### src/sat_pkg.sv
`timescale 1ns / 1ps
// Shared types and constants for the section address translator.
// No dependencies; every other file imports this package.
package sat_pkg;

  localparam int SAT_MAX_SECTIONS = 16;
  localparam int ADDR_W = 32;
  localparam int CNT_CFG_W = 5;
  localparam int IDX_IN_W = 4;
  localparam logic [ADDR_W-1:0] ALL_ONES = '1;

  localparam logic FUNC_WRITE = 1'b0;
  localparam logic FUNC_TRANSLATE = 1'b1;

  typedef enum logic [1:0] {
    OUT_WRITTEN = 2'd0,
    OUT_IN_SECTION = 2'd1,
    OUT_PASS_THROUGH = 2'd2,
    OUT_UNMAPPED = 2'd3
  } outcome_t;

  typedef enum logic [1:0] {
    ST_IDLE,
    ST_SCAN,
    ST_DONE
  } state_t;

  typedef struct packed {
    logic [ADDR_W-1:0] start;
    logic [ADDR_W-1:0] size;
    logic [ADDR_W-1:0] raw;
  } entry_t;

endpackage

### src/sat_if.sv
`timescale 1ns / 1ps
// Request and response channel interfaces with valid/ready handshake.
// Depends on sat_pkg for field widths and the outcome type.
interface sat_req_if import sat_pkg::*; ();
  logic valid;
  logic ready;
  logic func;
  logic [IDX_IN_W-1:0] entry_index;
  logic [ADDR_W-1:0] entry_start;
  logic [ADDR_W-1:0] entry_size;
  logic [ADDR_W-1:0] entry_raw_offset;
  logic [ADDR_W-1:0] relative_address;

  modport source(output valid, func, entry_index, entry_start, entry_size,
                 entry_raw_offset, relative_address, input ready);
  modport sink(input valid, func, entry_index, entry_start, entry_size,
               entry_raw_offset, relative_address, output ready);
endinterface

interface sat_rsp_if import sat_pkg::*; ();
  logic valid;
  logic ready;
  logic [ADDR_W-1:0] file_offset;
  outcome_t outcome;

  modport source(output valid, file_offset, outcome, input ready);
  modport sink(input valid, file_offset, outcome, output ready);
endinterface

### src/sat_table.sv
`timescale 1ns / 1ps
// Section entry memory: one write port, one read port with registered data.
// Depends on sat_pkg for the entry type.
module sat_table import sat_pkg::*; #(
  parameter int DEPTH = SAT_MAX_SECTIONS,
  parameter int IW = 4
) (
  input  logic          clk,
  input  logic          we,
  input  logic [IW-1:0] waddr,
  input  entry_t        wdata,
  input  logic          re,
  input  logic [IW-1:0] raddr,
  output entry_t        rdata
);

  entry_t mem [DEPTH];

  always_ff @(posedge clk) begin
    if (we) begin
      mem[waddr] <= wdata;
    end
  end

  always_ff @(posedge clk) begin
    if (re) begin
      rdata <= mem[raddr];
    end
  end

endmodule

### src/sat_engine.sv
`timescale 1ns / 1ps
// Sequencer and shared range-compare unit that scans the section table.
// Depends on sat_pkg, the channel interfaces and the sat_table ports.
module sat_engine import sat_pkg::*; #(
  parameter int MAX_SECTIONS = SAT_MAX_SECTIONS,
  parameter int IW = 4,
  parameter int CW = 5
) (
  input  logic                 clk,
  input  logic                 rst,
  input  logic [CNT_CFG_W-1:0] section_count,
  sat_req_if.sink              req,
  sat_rsp_if.source            rsp,
  output logic                 tbl_we,
  output logic [IW-1:0]        tbl_waddr,
  output entry_t               tbl_wdata,
  output logic                 tbl_re,
  output logic [IW-1:0]        tbl_raddr,
  input  entry_t               tbl_rdata
);

  state_t state;
  state_t state_next;

  logic [CW-1:0] rd_ptr;
  logic pend;
  logic is_write;
  logic is_hit;
  logic [ADDR_W-1:0] addr;
  logic [ADDR_W-1:0] diff;
  logic [ADDR_W-1:0] raw;
  logic [ADDR_W-1:0] bound;

  logic [CW-1:0] count_sat;
  logic [ADDR_W-1:0] widx;
  logic accept;
  logic issue;
  logic load_out;
  logic [ADDR_W-1:0] range_end;
  logic hit;
  logic [ADDR_W-1:0] res_offset;
  outcome_t res_outcome;

  always_comb begin
    if ({{(ADDR_W-CNT_CFG_W){1'b0}}, section_count} > ADDR_W'(MAX_SECTIONS)) begin
      count_sat = CW'(MAX_SECTIONS);
    end else begin
      count_sat = CW'(section_count);
    end
  end

  assign widx = {{(ADDR_W-IDX_IN_W){1'b0}}, req.entry_index};
  assign range_end = tbl_rdata.start + tbl_rdata.size;
  assign hit = (addr >= tbl_rdata.start) && (addr < range_end);

  always_comb begin
    state_next = state;
    case (state)
      ST_IDLE: begin
        if (req.valid) begin
          state_next = (req.func == FUNC_WRITE) ? ST_DONE : ST_SCAN;
        end
      end
      ST_SCAN: begin
        if (pend && hit) begin
          state_next = ST_DONE;
        end else if (!issue && !pend) begin
          state_next = ST_DONE;
        end
      end
      ST_DONE: begin
        if (load_out) begin
          state_next = ST_IDLE;
        end
      end
      default: state_next = ST_IDLE;
    endcase
  end

  always_comb begin
    req.ready = 1'b0;
    issue = 1'b0;
    load_out = 1'b0;
    case (state)
      ST_IDLE: req.ready = 1'b1;
      ST_SCAN: issue = (rd_ptr < count_sat);
      ST_DONE: load_out = !rsp.valid || rsp.ready;
      default: req.ready = 1'b0;
    endcase
  end

  assign accept = req.valid && req.ready;

  assign tbl_we = accept && (req.func == FUNC_WRITE) && (widx < ADDR_W'(MAX_SECTIONS));
  assign tbl_waddr = widx[IW-1:0];
  assign tbl_wdata = '{start: req.entry_start, size: req.entry_size,
                       raw: req.entry_raw_offset};
  assign tbl_re = issue;
  assign tbl_raddr = rd_ptr[IW-1:0];

  always_comb begin
    if (is_write) begin
      res_offset = '0;
      res_outcome = OUT_WRITTEN;
    end else if (is_hit) begin
      res_offset = raw + diff;
      res_outcome = OUT_IN_SECTION;
    end else if (addr < bound) begin
      res_offset = addr;
      res_outcome = OUT_PASS_THROUGH;
    end else begin
      res_offset = ALL_ONES;
      res_outcome = OUT_UNMAPPED;
    end
  end

  always_ff @(posedge clk) begin
    if (rst) begin
      state <= ST_IDLE;
      pend <= 1'b0;
      rsp.valid <= 1'b0;
    end else begin
      state <= state_next;
      pend <= issue;
      if (load_out) begin
        rsp.valid <= 1'b1;
      end else if (rsp.ready) begin
        rsp.valid <= 1'b0;
      end
    end
  end

  always_ff @(posedge clk) begin
    if (accept) begin
      addr <= req.relative_address;
      is_write <= (req.func == FUNC_WRITE);
      is_hit <= 1'b0;
      bound <= ALL_ONES;
      rd_ptr <= '0;
    end else begin
      if (issue) begin
        rd_ptr <= rd_ptr + 1'b1;
      end
      if (pend && (state == ST_SCAN)) begin
        diff <= addr - tbl_rdata.start;
        raw <= tbl_rdata.raw;
        is_hit <= hit;
        if ((tbl_rdata.raw != '0) && (tbl_rdata.raw < bound)) begin
          bound <= tbl_rdata.raw;
        end
      end
    end
    if (load_out) begin
      rsp.file_offset <= res_offset;
      rsp.outcome <= res_outcome;
    end
  end

endmodule

### src/section_address_translator_top.sv
`timescale 1ns / 1ps
// Top level of the section address translator: count register, table, engine.
// Depends on sat_pkg, sat_if, sat_table and sat_engine.

// An entry write skips the table scan and its result goes to the output
// register. A translate reads one table entry per cycle through the single
// read port of the section table and checks it in the shared range-compare
// unit; the scan stops at the first matching entry or after the first n
// entries, where n is the section count capped at MAX_SECTIONS.
// The block takes a new request only when idle; a finished result waits in an
// output register, so the next request is still accepted, but its own result
// then holds the engine until that register frees.
module section_address_translator_top import sat_pkg::*; #(
  parameter int MAX_SECTIONS = SAT_MAX_SECTIONS
) (
  input  logic                 clk,
  input  logic                 rst,
  input  logic                 cfg_wr_en,
  input  logic [CNT_CFG_W-1:0] cfg_wr_data,
  sat_req_if.sink              req,
  sat_rsp_if.source            rsp
);

  localparam int IW = (MAX_SECTIONS > 1) ? $clog2(MAX_SECTIONS) : 1;
  localparam int CW = $clog2(MAX_SECTIONS + 1);

  logic [CNT_CFG_W-1:0] section_count;
  logic tbl_we;
  logic [IW-1:0] tbl_waddr;
  entry_t tbl_wdata;
  logic tbl_re;
  logic [IW-1:0] tbl_raddr;
  entry_t tbl_rdata;

  always_ff @(posedge clk) begin
    if (rst) begin
      section_count <= '0;
    end else if (cfg_wr_en) begin
      section_count <= cfg_wr_data;
    end
  end

  sat_table #(
    .DEPTH(MAX_SECTIONS),
    .IW(IW)
  ) u_table (
    .clk(clk),
    .we(tbl_we),
    .waddr(tbl_waddr),
    .wdata(tbl_wdata),
    .re(tbl_re),
    .raddr(tbl_raddr),
    .rdata(tbl_rdata)
  );

  sat_engine #(
    .MAX_SECTIONS(MAX_SECTIONS),
    .IW(IW),
    .CW(CW)
  ) u_engine (
    .clk(clk),
    .rst(rst),
    .section_count(section_count),
    .req(req),
    .rsp(rsp),
    .tbl_we(tbl_we),
    .tbl_waddr(tbl_waddr),
    .tbl_wdata(tbl_wdata),
    .tbl_re(tbl_re),
    .tbl_raddr(tbl_raddr),
    .tbl_rdata(tbl_rdata)
  );

endmodule

### src/flat_wrapper.sv
// flat-port wrapper written by rule: the top's interface ports become plain ports
module section_address_translator_top_flat import sat_pkg::*;
#(
  parameter int MAX_SECTIONS = SAT_MAX_SECTIONS
)
  (clk, rst, cfg_wr_en, cfg_wr_data, req_valid, req_func, req_entry_index, req_entry_start, req_entry_size, req_entry_raw_offset, req_relative_address, req_ready, rsp_valid, rsp_file_offset, rsp_outcome, rsp_ready);
  sat_req_if req_i ();
  sat_rsp_if rsp_i ();
  input  logic clk;
  input  logic rst;
  input  logic cfg_wr_en;
  input  logic [CNT_CFG_W-1:0] cfg_wr_data;
  input wire logic [$bits(req_i.valid)-1:0] req_valid;
  input wire logic [$bits(req_i.func)-1:0] req_func;
  input wire logic [$bits(req_i.entry_index)-1:0] req_entry_index;
  input wire logic [$bits(req_i.entry_start)-1:0] req_entry_start;
  input wire logic [$bits(req_i.entry_size)-1:0] req_entry_size;
  input wire logic [$bits(req_i.entry_raw_offset)-1:0] req_entry_raw_offset;
  input wire logic [$bits(req_i.relative_address)-1:0] req_relative_address;
  output wire logic [$bits(req_i.ready)-1:0] req_ready;
  output wire logic [$bits(rsp_i.valid)-1:0] rsp_valid;
  output wire logic [$bits(rsp_i.file_offset)-1:0] rsp_file_offset;
  output wire logic [$bits(rsp_i.outcome)-1:0] rsp_outcome;
  input wire logic [$bits(rsp_i.ready)-1:0] rsp_ready;
  assign req_i.valid = req_valid;
  assign req_i.func = req_func;
  assign req_i.entry_index = req_entry_index;
  assign req_i.entry_start = req_entry_start;
  assign req_i.entry_size = req_entry_size;
  assign req_i.entry_raw_offset = req_entry_raw_offset;
  assign req_i.relative_address = req_relative_address;
  assign req_ready = req_i.ready;
  assign rsp_valid = rsp_i.valid;
  assign rsp_file_offset = rsp_i.file_offset;
  assign rsp_outcome = rsp_i.outcome;
  assign rsp_i.ready = rsp_ready;
  section_address_translator_top #(.MAX_SECTIONS(MAX_SECTIONS)) u_core (.clk(clk), .rst(rst), .cfg_wr_en(cfg_wr_en), .cfg_wr_data(cfg_wr_data), .req(req_i), .rsp(rsp_i));
endmodule
### config.mk
export PLATFORM = sky130hd
export DESIGN_NAME = section_address_translator_top_flat
export DESIGN_NICKNAME = d
export VERILOG_FILES = /design/src/sat_pkg.sv /design/src/sat_if.sv /design/src/sat_table.sv /design/src/sat_engine.sv /design/src/section_address_translator_top.sv /design/src/flat_wrapper.sv
export SDC_FILE = /design/constraint.sdc
export NUM_CORES = 2
export LEC_CHECK = 0
export ABC_AREA = 1
export BUFFER_PORTS_ARGS = -buffer_cell sky130_fd_sc_hd__buf_4
export CORE_UTILIZATION = 50
export CTS_CLUSTER_DIAMETER = 30
export CTS_CLUSTER_SIZE = 30
export DETAILED_ROUTE_END_ITERATION = 10
export GPL_ROUTABILITY_DRIVEN = 0
export HOLD_SLACK_MARGIN = 0.1
export PLACE_DENSITY = 0.78
export SYNTH_ARGS = -nofsm -noshare
export SYNTH_HDL_FRONTEND = slang
export SYNTH_SLANG_ARGS = --single-unit
### constraint.sdc
create_clock -name clk -period 22.3 [get_ports clk]
set_input_delay 4.46 -clock clk [delete_from_list [all_inputs] [get_ports clk]]
set_output_delay 4.46 -clock clk [all_outputs]
set_load 0.02 [all_outputs]
Yosys cells after proc, flatten, opt, wreduce, memory -nomap -nowiden
Memory sizes are Yosys's and may differ from the RTL's. A register that Yosys moved wholly into a read port is not among the register bits.
Cells that the tools add are included.
- add/subtract/negate cells: 4
- magnitude comparators: 7
- equality and inequality tests: 5
- mux-type cells: 18
- bitwise logic cells: 2
- reductions and logical operators: 19
- operators by type and width (operator ; count):
    < comparator 32 bit ; 3
    adder 32 bit ; 2
    two-way mux 32 bit ; 2
    greater-or-equal comparator 32 bit ; 1
    nonzero test 32 bit ; 1
    subtractor 32 bit ; 1
    two-way mux 2 bit ; 5
    two-way mux 1 bit ; 9
    logical AND 1 bit ; 8
    case mux 2 bit (3 select lines) ; 1
    adder 5 x 1 -> 5 bit (second input constant) ; 1
    > comparator 5 bit (second input constant) ; 1
    < comparator 4 x 5 -> 1 bit (second input constant) ; 1
    < comparator 5 bit ; 1
    two-way mux 5 bit ; 1
    != test 2 bit (second input constant) ; 2
    AND reduction 2 bit ; 2
    zero test 1 bit ; 3
    != test 3 bit (second input constant) ; 1
    AND reduction 3 bit ; 1
    == test 2 x 1 -> 1 bit (second input constant) ; 1
    == test 2 bit (second input constant) ; 1
    zero test 2 bit ; 1
    NOT 1 bit ; 2
    other kinds (3) ; 3
- bits in registers: 178
- bits in writable memories: 1536
- bits of input ports: 143
- output and inout port bits: 36
- memories: 1
- memory list (memory ; depth ; width ; rd ports ; clocked after memory_dff ; wr ports ; RTL line ; text):
    u_core.u_table.mem ; 16 ; 96 ; 1 ; 1 ; 1 ; sat_table.sv:17 ; entry_t mem [DEPTH];

Depth between registers and ports, before layout
- word-level depth: 9
- gate-level depth with buffers: 23

Modules after synthesis
Synthesis repeated with hierarchy kept, for this count alone.
- cell total of the unflattened synthesis: 8229
- area, all modules: 83676.5 µm²
- modules (own cells, without submodules) (module ; times used ; cells an instance ; area an instance (µm²) ; seq. area each (µm²)):
    sat_table ; 1 ; 6302 ; 68598.3 ; 49007.0
    sat_engine ; 1 ; 1895 ; 14869.3 ; 4774.6
    section_address_translator_top ; 1 ; 32 ; 209.0 ; 100.1

Worst setup path before layout
OpenSTA, ideal clock, no wires.
- path type: input port to flip-flop
- start point: input port req_valid
- end point: memory u_core.u_table.mem[12][0] in the netlist's numbering, enable pin
- library setup time: 0.552 ns
- arrival time: 10.696 ns
- path slack: 11.052 ns
- cell stages on the path: 6
- cell sequence: inv_1 -> nor2_1 -> inv_2 -> nor2_1 -> nand3_1 -> nor2_1
- word-level cells in the longest chain between the ends: 5
- ends and longest elaborated chain (item ; RTL line ; text):
    from (decl) ; flat_wrapper.sv:13 ; input wire logic [$bits(req_i.valid)-1:0] req_valid;
    logical AND 1 bit ; sat_engine.sv:92 ; assign accept = req.valid && req.ready;
    named net u_core.u_engine.accept ; sat_engine.sv:36 ; logic accept;
    logical AND 1 bit (2 in series) ; sat_engine.sv:94 ; assign tbl_we = accept && (req.func == FUNC_WRITE) && (widx < ADDR_W'(MAX_SECTIONS));
    two-way mux 1 bit ; sat_table.sv:20 ; if (we) begin
    two-way mux 1 bit (not written as such) ; sat_table.sv:21 ; mem[waddr] <= wdata;
    to (decl) ; sat_table.sv:17 ;
The timed path passes the listed nets, and every way through them passes these cells.

Worst setup path after layout
- start point: input port req_valid
- end point: memory u_core.u_table.mem[4][56] in the netlist's numbering, enable pin
The elaborated chain is that of the path after synthesis.

==> results.sh <==
export IMPL_layout_drive_gt1_share_pct=12.9
export IMPL_power_leakage_nw=32.3
export IMPL_worstPathMaxFanout=39
export IMPL_reg2reg_slack_ns=16.82
export IMPL_yosys_warnings=0
export IMPL_grt_max_degree=158
export IMPL_path_class="in -> reg"
export IMPL_fin_crit_ns=7.61
export IMPL_ir_drop_mv=0.122
export IMPL_yosys_mux_area_fraction_pct=2.11
export IMPL_ys_ff_latch=1810
export IMPL_root_buffer="clkbuf_16"
export IMPL_post_drt_wl_per_cell_um=25.5
export IMPL_tightest_slew_ns=1.17
export IMPL_post_cts_setup_buffers=0
export IMPL_reg2regPathDepth=8
export IMPL_synth_compound_area_share_pct=10.1
export IMPL_max_slew_margin_pct=22.3
export IMPL_die_y_um=393
export IMPL_synth_top_family_by_area="compound AO/OA/AOI/OAI gates"
export IMPL_cp_end_kind="flip-flop"
export IMPL_fin_nets=6539
export IMPL_timing_rr_end="u_core.u_table.rdata[61]$_DFFE_PP_"
export IMPL_synth_edf_count=1763
export IMPL_p_per_area_nw_per_um2=117
export IMPL_wl_mm=217
export IMPL_synth_simple_area_share_pct=10.1
export IMPL_first_iter_violations=7364
export IMPL_finalHoldViolations=0
export IMPL_dieWidth_um=393
export IMPL_min_to="u_core.u_engine.bound[3]$_SDFFE_PP1P_"
export IMPL_hold_class="reg -> reg"
export IMPL_syn_area_um2=76300
export IMPL_antenna_found_initial=36
export IMPL_finalCritPeriodShare_pct=34.1
export IMPL_first_pass_iters=8
export IMPL_postSynthNetCount=6259
export IMPL_vias=53000
export IMPL_min_delay_start="u_core.u_engine.bound[3]$_SDFFE_PP1P_"
export IMPL_drc=0
export IMPL_holdPathStages=2
export IMPL_cts_buffers=342
export IMPL_cp_startpoint="req_valid"
export IMPL_ios=179
export IMPL_finalSetupViolCount=0
export IMPL_ys_types=47
export IMPL_htree_levels=5
export IMPL_initial_utilization_pct=50.7
export IMPL_num_rows=142
export IMPL_syn_to_final_growth_pct=19.7
export IMPL_placed_area_um2=79600
export IMPL_cp_arrival_ns=8.13
export IMPL_portBuffers=178
export IMPL_crit_required_ns=22.83
export IMPL_cts_tree="yes"
export IMPL_first_global_vias=51800
export IMPL_synth_xor_area_share_pct=0.700
export IMPL_maxCapViolations=0
export IMPL_status="completed"
export IMPL_avgSynthCellArea_um2=12.9
export IMPL_dp_hpwl_mm=124
export IMPL_netlist_instances=5921
export IMPL_synth_ff_type="edfxtp_1"
export IMPL_grt_pass1_wl_mm=317
export IMPL_cts_buffer_depth=4
export IMPL_vias_per_cell=6.24
export IMPL_rr_startpoint="u_core.u_engine.rd_ptr[1]$_SDFFE_PP0P_"
export IMPL_clock_latency_ns=0.95
export IMPL_synthAdderAreaFrac_pct=3.23
export IMPL_antenna_left=0
export IMPL_cp_start_kind="input port"
export IMPL_yosysSeqAreaShare_pct=70.6
export IMPL_setup_tns_ns=0
export IMPL_grtUsageTotal_pct=27.6
export IMPL_rsz0062_at_grt="false"
export IMPL_fin_area_um2=91400
export IMPL_async_reset_ff_share_pct=0
export IMPL_cts_sinks=1810
export IMPL_dieArea_um2=154000
export IMPL_slew_viol_final=0
export IMPL_cts_hold_buffers=0
export IMPL_skew_ns=0.0826
export IMPL_grt_overflow=0
export IMPL_core_area_um2=151000
export IMPL_n_fill_cell=10500
export IMPL_timing_fmax_ghz=0.131
export IMPL_path_clk_slew_ns=0.05
export IMPL_cts_resized=0
export IMPL_whs_ns=0.459
[cell usage in the layout (no fill, tap or decap), types with 45 or more instances in the layout]
| master | netlist | layout |
|---|---|---|
| nand3_1 | 294 | 294 |
| clkinv_2 | 0 | 45 |
| buf_4 | 0 | 246 |
| nor2_1 | 997 | 978 |
| o32ai_1 | 223 | 223 |
| inv_1 | 277 | 275 |
| nand2_1 | 540 | 540 |
| ha_1 | 192 | 192 |
| mux2i_1 | 161 | 161 |
| o21ai_0 | 486 | 486 |
| o221ai_1 | 165 | 165 |
| a21oi_1 | 186 | 186 |
| edfxtp_1 | 1763 | 1763 |
| bufinv_16 | 0 | 55 |
| clkbuf_16 | 0 | 348 |
[final cells by class]
type / instances / area (um^2) / area share [%]
flip-flops and latches: 1810 / 53900 / 59.0
diodes: 20 / 50.0 / 0.0548
clock inverters: 241 / 2910 / 3.18
repair buffers: 248 / 1890 / 2.07
clock buffers: 372 / 8800 / 9.63
multi-input cells: 3517 / 20200 / 22.1
well taps: 2016 / 2520 / 2.76
inverters: 282 / 1070 / 1.18
[sequential cells by signal (all words and copies together), names as in the netlist]
register                         count
u_core.section_count                 5
u_core.u_engine.addr                32
u_core.u_engine.bound               32
u_core.u_engine.diff                32
u_core.u_engine.is_hit               1
u_core.u_engine.is_write             1
u_core.u_engine.pend                 1
u_core.u_engine.raw                 32
u_core.u_engine.rd_ptr               5
u_core.u_engine.rsp.file_offset     32
u_core.u_engine.rsp.outcome          2
u_core.u_engine.rsp.valid            1
u_core.u_engine.state                2
u_core.u_table.mem                1536
u_core.u_table.rdata                96
[worst max-delay path by stage]
stage / end / cells after the start
2_1_floorplan: u_core.u_table.mem[12][0]$_DFFE_PP_ / 6
3_3_place_gp: u_core.u_table.mem[4][49]$_DFFE_PP_ / 9
3_5_place_dp: u_core.u_table.mem[4][41]$_DFFE_PP_ / 9
4_1_cts: u_core.u_table.mem[4][56]$_DFFE_PP_ / 9
5_1_grt: u_core.u_table.mem[4][56]$_DFFE_PP_ / 9
6_report: u_core.u_table.mem[4][56]$_DFFE_PP_ / 9
[stage by stage]
step / cells / utilization (%) / worst slack (ns) / total power [mW]
2_1_floorplan: 5921 / - / 11.05 / 4.97
3_3_place_gp: 7873 / 52.8 / 13.87 / 5.43
3_5_place_dp: 7873 / 52.8 / 13.85 / 5.48
4_1_cts: 8486 / 60.6 / 14.77 / 10.7
5_1_grt: 8497 / 60.6 / 14.56 / 11.0
6_report: 8506 / 60.6 / 14.69 / 10.7
[cells in the mapped netlist (all sizes together) (37+ instances only)]
library cell	count	share of area (%)
o21ai	492	3.2
edfxtp	1763	69
o211ai	37	0.36
dfxtp	47	1.2
o221ai	165	1.9
ha	192	3.1
mux2i	161	2.1
nor2	998	4.9
nand3	294	1.9
clkbuf	224	1.1
nand2	543	2.7
inv	281	1.4
a21oi	186	1.2
xor2	37	0.42
o32ai	223	2.6
buf	88	0.60
[worst max-delay path, stage by stage]
cell and delay (ns):
buf_4 0.08, inv_1 0.07, nor2_4 0.12, inv_2 0.27, nor2_1 0.43, nand3_1 0.41
nor2_4 0.85, buf_4 0.64, buf_4 0.69
[per-layer routing]
metal / vias to the layer above / track usage, % / part of all wire, %
li1: 22800 / - / -
met1: 25700 / 34.2 / 36
met2: 3765 / 43.8 / 47
met3: 762 / 7.60 / 12
met4: 32 / 15.6 / 5.3
met5: - / 0 / 0.091
[logic make-up after synthesis]
kind of cell	after synthesis
muxes	161
AOI/OAI and AO/OA	1190
buffers and inverters	594
xor gates and xnor gates	61
adders and majority gates	195
DFF	1810
and+or+nand+nor	1910
[report_power, final]
part           switching, mW  internal, mW  leakage, nW
Clock                   1.74          3.49         5.67
Combinational           1.09         0.469         10.3
Sequential            0.0871          3.85         16.3
Total                   2.92          7.81         32.3
Note: power is estimated with default switching activity, not from simulation.
